**config.mk**
```make
export PLATFORM = sky130hd
export DESIGN_NAME = fat_dir_entry_decoder_flat
export DESIGN_NICKNAME = d
export VERILOG_FILES = /design/src/rtl/fdd_pkg.sv /design/src/rtl/fdd_ifs.sv /design/src/rtl/fat_dir_entry_decoder.sv /design/src/rtl/fdd_entry_buf.sv /design/src/rtl/fdd_emit_seq.sv /design/src/flat_wrapper.sv
export SDC_FILE = /design/constraint.sdc
export NUM_CORES = 1
export LEC_CHECK = 0
export ABC_AREA = 1
export BUFFER_PORTS_ARGS = -buffer_cell sky130_fd_sc_hd__buf_2
export CORE_MARGIN = 1.5
export CORE_UTILIZATION = 50
export CTS_BUF_LIST = sky130_fd_sc_hd__clkbuf_4
export CTS_CLUSTER_DIAMETER = 200
export DETAILED_ROUTE_END_ITERATION = 12
export GPL_ROUTABILITY_DRIVEN = 0
export PLACE_DENSITY = 0.7
export SLEW_MARGIN = 25
export SYNTH_ARGS = -nofsm -noshare
export SYNTH_HDL_FRONTEND = slang
export SYNTH_HIERARCHICAL = 1
export SYNTH_SLANG_ARGS = --single-unit
```
**constraint.sdc**
```tcl
create_clock -name clk -period 4.4 [get_ports clk]
set_input_delay 0.66 -clock clk [delete_from_list [all_inputs] [get_ports clk]]
set_output_delay 0.66 -clock clk [all_outputs]
set_load 0.01 [all_outputs]
```
**src/rtl/fdd_pkg.sv**
```systemverilog
// Shared types, codes and constants for the FAT directory entry decoder.
// No dependencies; the decoder, entry store and sequencer import this package.
package fdd_pkg;

  localparam int unsigned ENTRY_LEN = 32;
  localparam int unsigned ADDR_W    = 5;

  // Result kinds
  localparam logic [1:0] KIND_LFN   = 2'd0;
  localparam logic [1:0] KIND_SHORT = 2'd1;
  localparam logic [1:0] KIND_END   = 2'd2;

  localparam logic [7:0] DELETED_MARK = 8'hE5;
  localparam logic [7:0] ATTR_LFN     = 8'h0F;
  localparam logic [7:0] CHAR_SPACE   = 8'h20;
  localparam logic [7:0] CHAR_DOT     = 8'h2E;
  localparam logic [7:0] CHAR_NUL     = 8'h00;
  localparam int unsigned ATTR_DIR_BIT = 4;

  // Entry byte offsets
  localparam logic [ADDR_W-1:0] OFS_ATTR    = 5'h0B;
  localparam logic [ADDR_W-1:0] OFS_CLUS_HI = 5'h14;
  localparam logic [ADDR_W-1:0] OFS_CLUS_LO = 5'h1A;
  localparam logic [ADDR_W-1:0] OFS_SIZE    = 5'h1C;
  localparam logic [ADDR_W-1:0] OFS_EXT     = 5'h08;

  // Long-name segments
  localparam logic [4:0] SEG_RAW_LAST = 5'd20;
  localparam logic [7:0] LFN_CHARS    = 8'd13;
  localparam logic [3:0] LFN_LAST_K   = 4'd12;
  localparam logic [3:0] LFN_TAIL_K   = 4'd7;

  typedef struct packed {
    logic [7:0]  first;
    logic [7:0]  attr;
    logic [31:0] cluster;
    logic [31:0] size;
    logic [10:0] space_mask;  // name bytes 0..10 equal to a space
  } entry_info_t;

  typedef struct packed {
    logic valid;
    logic eod;   // end-of-directory marker rather than a full entry
  } go_t;

  // Byte offset of long-name character k
  function automatic logic [ADDR_W-1:0] lfn_offset(input logic [3:0] k);
    logic [ADDR_W-1:0] ofs;
    unique case (k)
      4'd0:    ofs = 5'h01;
      4'd1:    ofs = 5'h03;
      4'd2:    ofs = 5'h05;
      4'd3:    ofs = 5'h07;
      4'd4:    ofs = 5'h09;
      4'd5:    ofs = 5'h0E;
      4'd6:    ofs = 5'h10;
      4'd7:    ofs = 5'h12;
      4'd8:    ofs = 5'h14;
      4'd9:    ofs = 5'h16;
      4'd10:   ofs = 5'h18;
      4'd11:   ofs = 5'h1C;
      4'd12:   ofs = 5'h1E;
      default: ofs = 5'h00;
    endcase
    return ofs;
  endfunction

  // Length of the 8-byte name with trailing spaces dropped
  function automatic logic [3:0] name_len(input logic [7:0] sp);
    logic [3:0] len;
    len = 4'd0;
    for (int i = 0; i < 8; i++) begin
      if (!sp[i]) len = 4'(i + 1);
    end
    return len;
  endfunction

  // Length of the 3-byte extension with trailing spaces dropped
  function automatic logic [1:0] ext_len(input logic [2:0] sp);
    logic [1:0] len;
    len = 2'd0;
    for (int i = 0; i < 3; i++) begin
      if (!sp[i]) len = 2'(i + 1);
    end
    return len;
  endfunction

endpackage

```
**src/rtl/fdd_ifs.sv**
```systemverilog
// Valid/ready channel interfaces for the directory byte input and the result output.
// Depends on nothing.
interface fdd_in_if;
  logic       valid;
  logic       ready;
  logic       restart;
  logic [7:0] dir_byte;
  modport source (output valid, restart, dir_byte, input ready);
  modport sink   (input valid, restart, dir_byte, output ready);
endinterface

interface fdd_out_if;
  logic        valid;
  logic        ready;
  logic [1:0]  kind;
  logic [7:0]  name_char;
  logic [7:0]  name_pos;
  logic        is_directory;
  logic [31:0] first_cluster;
  logic [31:0] file_size;
  logic        last;
  modport source (output valid, kind, name_char, name_pos, is_directory,
                  first_cluster, file_size, last, input ready);
  modport sink   (input valid, kind, name_char, name_pos, is_directory,
                  first_cluster, file_size, last, output ready);
endinterface

```
**src/rtl/fat_dir_entry_decoder.sv**
```systemverilog
// Top level of the FAT directory entry decoder: byte intake, entry store and
// result sequencer. Depends on fdd_pkg, fdd_ifs, fdd_entry_buf, fdd_emit_seq.
//
//  channel   dir   handshake            payload
//  in_ch     in    valid/ready          restart, dir_byte
//  out_ch    out   valid/ready          kind, name_char, name_pos, is_directory,
//                                       first_cluster, file_size, last
//
// Cycles: a byte that does not complete an entry is taken every cycle.
// The byte that completes an entry (or an end marker) is registered as a go flag
// that the idle sequencer decides on; then it gives one result per transfer, set by
// the single read port of the entry store that it walks one character a cycle unless out_ch stalls.
// in_ch.ready stays low from that byte until the last result is in the output
// register; a stall on out_ch stretches this by the stalled cycles.
// Reset (rst_n low, synchronous) clears byte position, end flag and the
// sequencer; the entry store is not cleared.
module fat_dir_entry_decoder
  import fdd_pkg::*;
(
  input  logic      clk,
  input  logic      rst_n,
  fdd_in_if.sink    in_ch,
  fdd_out_if.source out_ch
);

  logic [ADDR_W-1:0] byte_pos_r, byte_pos_nxt;
  logic              ended_r, ended_nxt;
  go_t               go_r, go_nxt;

  logic              seq_idle;
  logic              in_xfer;
  logic [ADDR_W-1:0] eff_pos;
  logic              eff_ended;
  logic              wr_en;
  logic [ADDR_W-1:0] rd_addr;
  logic [7:0]        rd_data;
  entry_info_t       info;

  // Hold off new bytes while an entry is being decided or emitted
  assign in_ch.ready = seq_idle && !go_r.valid;
  assign in_xfer     = in_ch.valid && in_ch.ready;

  // Restart applies before the byte itself is looked at
  assign eff_pos   = in_ch.restart ? '0 : byte_pos_r;
  assign eff_ended = in_ch.restart ? 1'b0 : ended_r;

  always_comb begin
    byte_pos_nxt = byte_pos_r;
    ended_nxt    = ended_r;
    go_nxt       = '0;
    wr_en        = 1'b0;
    if (in_xfer) begin
      byte_pos_nxt = eff_pos;
      ended_nxt    = eff_ended;
      if (!eff_ended) begin
        if (eff_pos == '0 && in_ch.dir_byte == CHAR_NUL) begin
          // end of directory: one end result, then drop bytes until restart
          ended_nxt  = 1'b1;
          go_nxt     = '{valid: 1'b1, eod: 1'b1};
        end else begin
          wr_en        = 1'b1;
          byte_pos_nxt = eff_pos + 1'b1;  // wraps to zero after the last byte
          if (eff_pos == ADDR_W'(ENTRY_LEN - 1)) begin
            go_nxt = '{valid: 1'b1, eod: 1'b0};
          end
        end
      end
    end
  end

  always_ff @(posedge clk) begin
    if (!rst_n) begin
      byte_pos_r <= '0;
      ended_r    <= 1'b0;
      go_r       <= '0;
    end else begin
      byte_pos_r <= byte_pos_nxt;
      ended_r    <= ended_nxt;
      go_r       <= go_nxt;
    end
  end

  fdd_entry_buf u_buf (
    .clk     (clk),
    .wr_en   (wr_en),
    .wr_addr (eff_pos),
    .wr_data (in_ch.dir_byte),
    .rd_addr (rd_addr),
    .rd_data (rd_data),
    .info    (info)
  );

  fdd_emit_seq u_seq (
    .clk     (clk),
    .rst_n   (rst_n),
    .go      (go_r),
    .info    (info),
    .rd_addr (rd_addr),
    .rd_data (rd_data),
    .idle    (seq_idle),
    .out_ch  (out_ch)
  );

endmodule

```
**src/rtl/fdd_entry_buf.sv**
```systemverilog
// 32-byte entry store: one write port, one indexed read, fixed-field taps.
// Depends on fdd_pkg.
module fdd_entry_buf
  import fdd_pkg::*;
(
  input  logic              clk,
  input  logic              wr_en,
  input  logic [ADDR_W-1:0] wr_addr,
  input  logic [7:0]        wr_data,
  input  logic [ADDR_W-1:0] rd_addr,
  output logic [7:0]        rd_data,
  output entry_info_t       info
);

  logic [7:0] mem_r [ENTRY_LEN];

  always_ff @(posedge clk) begin
    if (wr_en) mem_r[wr_addr] <= wr_data;
  end

  assign rd_data = mem_r[rd_addr];

  always_comb begin
    info.first   = mem_r[0];
    info.attr    = mem_r[OFS_ATTR];
    info.cluster = {mem_r[OFS_CLUS_HI + 5'd1], mem_r[OFS_CLUS_HI],
                    mem_r[OFS_CLUS_LO + 5'd1], mem_r[OFS_CLUS_LO]};
    info.size    = {mem_r[OFS_SIZE + 5'd3], mem_r[OFS_SIZE + 5'd2],
                    mem_r[OFS_SIZE + 5'd1], mem_r[OFS_SIZE]};
    for (int i = 0; i < 11; i++) begin
      info.space_mask[i] = (mem_r[i] == CHAR_SPACE);
    end
  end

endmodule

```
**src/rtl/fdd_emit_seq.sv**
```systemverilog
// Result sequencer: steps one read port and one position counter over the
// characters of a decoded entry, one result per transfer. Depends on fdd_pkg.
module fdd_emit_seq
  import fdd_pkg::*;
(
  input  logic              clk,
  input  logic              rst_n,
  input  go_t               go,
  input  entry_info_t       info,
  output logic [ADDR_W-1:0] rd_addr,
  input  logic [7:0]        rd_data,
  output logic              idle,
  fdd_out_if.source         out_ch
);

  typedef enum logic [2:0] {
    S_IDLE, S_END, S_LFN, S_NAME, S_DOT, S_EXT, S_NUL
  } state_t;

  state_t      state_r;
  logic [3:0]  k_r;
  logic [7:0]  pos_r;
  logic [3:0]  nlen_r;
  logic [1:0]  elen_r;
  logic        last_seg_r;
  logic        short_r;

  logic        out_valid_r;
  logic [1:0]  kind_r;
  logic [7:0]  char_r;
  logic [7:0]  name_pos_r;
  logic        dir_r;
  logic [31:0] clus_r;
  logic [31:0] size_r;
  logic        last_r;

  logic        adv;
  logic [4:0]  seg_raw;
  logic [4:0]  seg;
  logic [3:0]  nlen;
  logic [1:0]  elen;

  assign adv     = !out_valid_r || out_ch.ready;
  assign idle    = (state_r == S_IDLE);
  assign seg_raw = info.first[4:0];
  assign seg     = seg_raw - 5'd1;
  assign nlen    = name_len(info.space_mask[7:0]);
  assign elen    = ext_len(info.space_mask[10:8]);

  always_comb begin
    unique case (state_r)
      S_LFN:   rd_addr = lfn_offset(k_r);
      S_EXT:   rd_addr = OFS_EXT + {1'b0, k_r};
      default: rd_addr = {1'b0, k_r};
    endcase
  end

  always_ff @(posedge clk) begin
    if (!rst_n) begin
      state_r     <= S_IDLE;
      out_valid_r <= 1'b0;
    end else begin
      unique case (state_r)
        S_IDLE: begin
          // drop the last result once it has been taken
          if (adv) out_valid_r <= 1'b0;
          if (go.valid) begin
            k_r <= 4'd0;
            if (go.eod) begin
              state_r <= S_END;
            end else if (info.first == DELETED_MARK) begin
              state_r <= S_IDLE;
            end else if (info.attr == ATTR_LFN) begin
              short_r    <= 1'b0;
              last_seg_r <= (seg_raw == SEG_RAW_LAST);
              pos_r      <= 8'(seg) * LFN_CHARS;
              // drop segments outside the valid range
              if (seg_raw != 5'd0 && seg_raw <= SEG_RAW_LAST) state_r <= S_LFN;
            end else begin
              short_r <= 1'b1;
              pos_r   <= 8'd0;
              nlen_r  <= nlen;
              elen_r  <= elen;
              priority if (nlen != 4'd0) state_r <= S_NAME;
              else if (elen != 2'd0)     state_r <= S_DOT;
              else                       state_r <= S_NUL;
            end
          end
        end
        S_END: begin
          if (adv) begin
            out_valid_r <= 1'b1;
            kind_r      <= KIND_END;
            char_r      <= CHAR_NUL;
            name_pos_r  <= 8'd0;
            dir_r       <= 1'b0;
            clus_r      <= 32'd0;
            size_r      <= 32'd0;
            last_r      <= 1'b1;
            state_r     <= S_IDLE;
          end
        end
        S_LFN: begin
          if (adv) begin
            out_valid_r <= 1'b1;
            kind_r      <= KIND_LFN;
            char_r      <= rd_data;
            name_pos_r  <= pos_r;
            dir_r       <= 1'b0;
            clus_r      <= 32'd0;
            size_r      <= 32'd0;
            last_r      <= (k_r == LFN_LAST_K);
            pos_r       <= pos_r + 8'd1;
            k_r         <= k_r + 4'd1;
            priority if (last_seg_r && k_r == LFN_TAIL_K) begin
              state_r <= S_NUL;
            end else if (k_r == LFN_LAST_K) begin
              state_r <= S_IDLE;
            end
          end
        end
        S_NAME: begin
          if (adv) begin
            out_valid_r <= 1'b1;
            kind_r      <= KIND_SHORT;
            char_r      <= rd_data;
            name_pos_r  <= pos_r;
            dir_r       <= info.attr[ATTR_DIR_BIT];
            clus_r      <= info.cluster;
            size_r      <= info.size;
            last_r      <= 1'b0;
            pos_r       <= pos_r + 8'd1;
            k_r         <= k_r + 4'd1;
            if ((k_r + 4'd1) == nlen_r) begin
              state_r <= (elen_r != 2'd0) ? S_DOT : S_NUL;
            end
          end
        end
        S_DOT: begin
          if (adv) begin
            out_valid_r <= 1'b1;
            kind_r      <= KIND_SHORT;
            char_r      <= CHAR_DOT;
            name_pos_r  <= pos_r;
            dir_r       <= info.attr[ATTR_DIR_BIT];
            clus_r      <= info.cluster;
            size_r      <= info.size;
            last_r      <= 1'b0;
            pos_r       <= pos_r + 8'd1;
            k_r         <= 4'd0;
            state_r     <= S_EXT;
          end
        end
        S_EXT: begin
          if (adv) begin
            out_valid_r <= 1'b1;
            kind_r      <= KIND_SHORT;
            char_r      <= rd_data;
            name_pos_r  <= pos_r;
            dir_r       <= info.attr[ATTR_DIR_BIT];
            clus_r      <= info.cluster;
            size_r      <= info.size;
            last_r      <= 1'b0;
            pos_r       <= pos_r + 8'd1;
            k_r         <= k_r + 4'd1;
            if ((k_r[1:0] + 2'd1) == elen_r) state_r <= S_NUL;
          end
        end
        S_NUL: begin
          if (adv) begin
            out_valid_r <= 1'b1;
            kind_r      <= short_r ? KIND_SHORT : KIND_LFN;
            char_r      <= CHAR_NUL;
            name_pos_r  <= pos_r;
            dir_r       <= short_r & info.attr[ATTR_DIR_BIT];
            clus_r      <= short_r ? info.cluster : 32'd0;
            size_r      <= short_r ? info.size : 32'd0;
            last_r      <= 1'b1;
            state_r     <= S_IDLE;
          end
        end
        default: state_r <= S_IDLE;
      endcase
    end
  end

  assign out_ch.valid         = out_valid_r;
  assign out_ch.kind          = kind_r;
  assign out_ch.name_char     = char_r;
  assign out_ch.name_pos      = name_pos_r;
  assign out_ch.is_directory  = dir_r;
  assign out_ch.first_cluster = clus_r;
  assign out_ch.file_size     = size_r;
  assign out_ch.last          = last_r;

endmodule
```
**src/flat_wrapper.sv**
```systemverilog
// flat-port wrapper written by rule: the top's interface ports become plain ports
module fat_dir_entry_decoder_flat import fdd_pkg::*;
  (clk, rst_n, in_ch_valid, in_ch_restart, in_ch_dir_byte, in_ch_ready, out_ch_valid, out_ch_kind, out_ch_name_char, out_ch_name_pos, out_ch_is_directory, out_ch_first_cluster, out_ch_file_size, out_ch_last, out_ch_ready);
  fdd_in_if in_ch_i ();
  fdd_out_if out_ch_i ();
  input  logic clk;
  input  logic rst_n;
  input wire logic [$bits(in_ch_i.valid)-1:0] in_ch_valid;
  input wire logic [$bits(in_ch_i.restart)-1:0] in_ch_restart;
  input wire logic [$bits(in_ch_i.dir_byte)-1:0] in_ch_dir_byte;
  output wire logic [$bits(in_ch_i.ready)-1:0] in_ch_ready;
  output wire logic [$bits(out_ch_i.valid)-1:0] out_ch_valid;
  output wire logic [$bits(out_ch_i.kind)-1:0] out_ch_kind;
  output wire logic [$bits(out_ch_i.name_char)-1:0] out_ch_name_char;
  output wire logic [$bits(out_ch_i.name_pos)-1:0] out_ch_name_pos;
  output wire logic [$bits(out_ch_i.is_directory)-1:0] out_ch_is_directory;
  output wire logic [$bits(out_ch_i.first_cluster)-1:0] out_ch_first_cluster;
  output wire logic [$bits(out_ch_i.file_size)-1:0] out_ch_file_size;
  output wire logic [$bits(out_ch_i.last)-1:0] out_ch_last;
  input wire logic [$bits(out_ch_i.ready)-1:0] out_ch_ready;
  assign in_ch_i.valid = in_ch_valid;
  assign in_ch_i.restart = in_ch_restart;
  assign in_ch_i.dir_byte = in_ch_dir_byte;
  assign in_ch_ready = in_ch_i.ready;
  assign out_ch_valid = out_ch_i.valid;
  assign out_ch_kind = out_ch_i.kind;
  assign out_ch_name_char = out_ch_i.name_char;
  assign out_ch_name_pos = out_ch_i.name_pos;
  assign out_ch_is_directory = out_ch_i.is_directory;
  assign out_ch_first_cluster = out_ch_i.first_cluster;
  assign out_ch_file_size = out_ch_i.file_size;
  assign out_ch_last = out_ch_i.last;
  assign out_ch_i.ready = out_ch_ready;
  fat_dir_entry_decoder u_core (.clk(clk), .rst_n(rst_n), .in_ch(in_ch_i), .out_ch(out_ch_i));
endmodule
```
==> flow_summary.toml <==
[status]
outcome = "completed"

[route]
routed.top_layer = "met4"
vias = 12300
antenna_left = 0
wirelength_um = 41200
m1WireLength_um = 17200
via_per_inst = 5.36
route.detailed.drc = 0
routed-wl-met2_um = 19200
wl_met3_um = 3640
avgRoutedWirePerCell_um = 17.9
drt_iter0_markers = 1549
dr.pass1.iters = 6

[worst_hold_path]
hold_path.class = "in2reg"
whs_path_depth = 1

[timing]
skew_ps = 57.0
slew_viol_final = 0
hold_ws_ps = 235
fin_crit_sh_pct = 73.5
setup-tns-final_ps = 0
final_hold_viol_count = 0
tightestPinTransition_ps = 946
max_freq_ghz = 0.309
setup_viol_count_final = 0
rsz0062_at_grt = "false"
relSlewSlack_pct = 36.7
period_minus_slack_ps = 3230

[clock_tree]
cts_hold_buf = 0
clock_latency_ps = 760
path_clk_slew_ps = 60
post_cts_buffers = 0
clk_path_buf_depth = 3
cts_tree = "yes"
cts-resized-gates = 0
numClockSinks = 377
htreeDepth = 3
numCtsBuffers = 94
cts_root_buf = "clkbuf_4"

[logic_synthesis]
yosysWarnings = 6
netlist_top_cells_count = "nand2_1, edfxtp_1, nand3_1, nor2_1, inv_1"
yosys.area.top_type = "edfxtp_1"
netlist.area_leader.share_pct = 63.6
ys_seq_elements = 377
synthCells = 1636
syn_area_um2 = 17000
yosysMostFrequentCell = "nand2_1"
synth-async-reset-ratio_pct = 0
synth-main-ff-cell = "edfxtp_1"
synth_area_leaders = "edfxtp_1, nand2_1, nand3_1"
synth_edf_count = 360
yosysSeqAreaShare_pct = 65.6
synth_cell_types = 43
syn_avg_cell_area_um2 = 10.4
syn_nets = 1668

[critical_path]
cp.arrival_ps = 3600
worst_setup_path_end_kind = "flop"
ff2ff_path_depth = 11
crit_fanout = 8
start_kind = "flop"
path_class = "reg2reg"
worst-endpoint-required_ps = 4770

[die]
chipWidth_um = 187
start_util_pct = 50.7
die_h_um = 187
coreArea_um2 = 33500
io-pin-count = 99
row_count = 67
die_area_um2 = 35100

[pwr]
peakVddDrop_v = 0.000400
p_per_area_nw_per_um2 = 555
power.leakage_nw = 7.82

[placed_design]
dp_hpwl_um = 26600
dpl_cell_area_um2 = 17800
portBuffers = 98
dp_cells = 2139

[run]
maxCapViolCount = 0

[grt]
antenna_found_initial = 1
grt_pass1_wl_um = 64400
grt_max_degree = 73
track_usage_pct = 23.7
grt_overflow = 0
grt_pass1_vias = 11800

[cells_and_area]
drive_gt1_share_pct = 16.3
final_cells = 2300
area_growth_pct = 11.7
nNetsFinal = 1819
final_area_um2 = 19000
logic make-up after synthesis:
kind of cell | share of synthesized area (%)
buffers and inverters | 6.31
AO/OA/AOI/OAI | 1.57
flip-flops | 65.6
XOR/XNOR | 1.03
adder cells (fa/ha/maj) | 1.49
AND/OR/NAND/NOR | 24.0
worst max-delay path: stages (launching register included):
cell      delay, ps
dfxtp_1         390
nor2_1          240
nand2_1         200
inv_1            90
inv_1            60
nor2_4          110
nand2_4          90
clkinv_4         90
nand3_2          90
inv_1           110
nand3_1         540
nor2_1          870
state kept, by name, indices dropped and copies added, names as in the netlist, 2 cells and up, named ones only:
name                               flops
u_core/u_seq/k_r                       4
u_core/byte_pos_r                      5
u_core/u_seq/nlen_r                    4
u_core/u_seq/out_ch.kind               2
u_core/u_seq/pos_r                     8
u_core/u_seq/out_ch.name_pos           8
u_core/u_seq/out_ch.first_cluster     32
u_core/u_seq/state_r                   3
u_core/u_seq/out_ch.file_size         32
u_core/u_buf/mem_r                   256
u_core/go_r                            2
u_core/u_seq/out_ch.name_char          8
u_core/u_seq/elen_r                    2
per-layer routing:
layer / track usage [%] / vias up
met1: 33.0 / 5769
met3: 3.98 / 88
met2: 37.1 / 643
met5: 0 / -
li1: - / 5821
met4: 9.74 / 0
cell usage in the layout, fill, tap and decap left out, types with 8 or more instances in the layout:
master    instances
dfxtp_1          17
xor2_1           16
nor2_1          167
clkbuf_4        135
o21ai_0          18
nand2_1         484
inv_1           149
ha_1             17
buf_4            20
nor3_1            8
nand3_1         234
buf_2            98
edfxtp_1        360
clkinv_1         18
a21oi_1          14
worst paths after layout:
path	end	start	slack (ps)
hold reg to reg	u_core/byte_pos_r[4]$_SDFFE_PN0P_	u_core/byte_pos_r[4]$_SDFFE_PN0P_	470
setup reg to reg	u_core/u_buf/mem_r[21][7]$_DFFE_PP_	u_core/u_seq/state_r[0]$_SDFFE_PN0P_	1170
setup / recovery	u_core/u_buf/mem_r[21][7]$_DFFE_PP_	u_core/u_seq/state_r[0]$_SDFFE_PN0P_	1170
hold / removal	u_core/u_buf/mem_r[9][2]$_DFFE_PP_	in_ch_dir_byte[2]	240
where the power goes:
part / internal [W] / switching [W]
Sequential: 0.00428 / 0.000124
Clock: 0.00152 / 0.00135
Combinational: 0.000946 / 0.00230
Total: 0.00675 / 0.00378
metrics by stage:
step / util, % / power [W] / worst slack [ps]
4_1_cts: 56.6 / 0.0106 / 1160
3_5_place_dp: 53.1 / 0.00768 / 1180
3_3_place_gp: 53.1 / 0.00765 / 1220
2_1_floorplan: - / 0.00689 / 176
5_1_grt: 56.6 / 0.0112 / 912
6_report: 56.6 / 0.0105 / 1170
area by class of cell:
class,count,area [µm²]
fillers,2899,14600
flip-flops and latches,377,11200
multi-input cells,1035,4820
clock buffers,135,1010
repair buffers,119,661
inverters,160,609
well taps,448,561
clock inverters,25,161
diodes,1,2.50
Note: power is estimated with default switching activity, not from simulation.
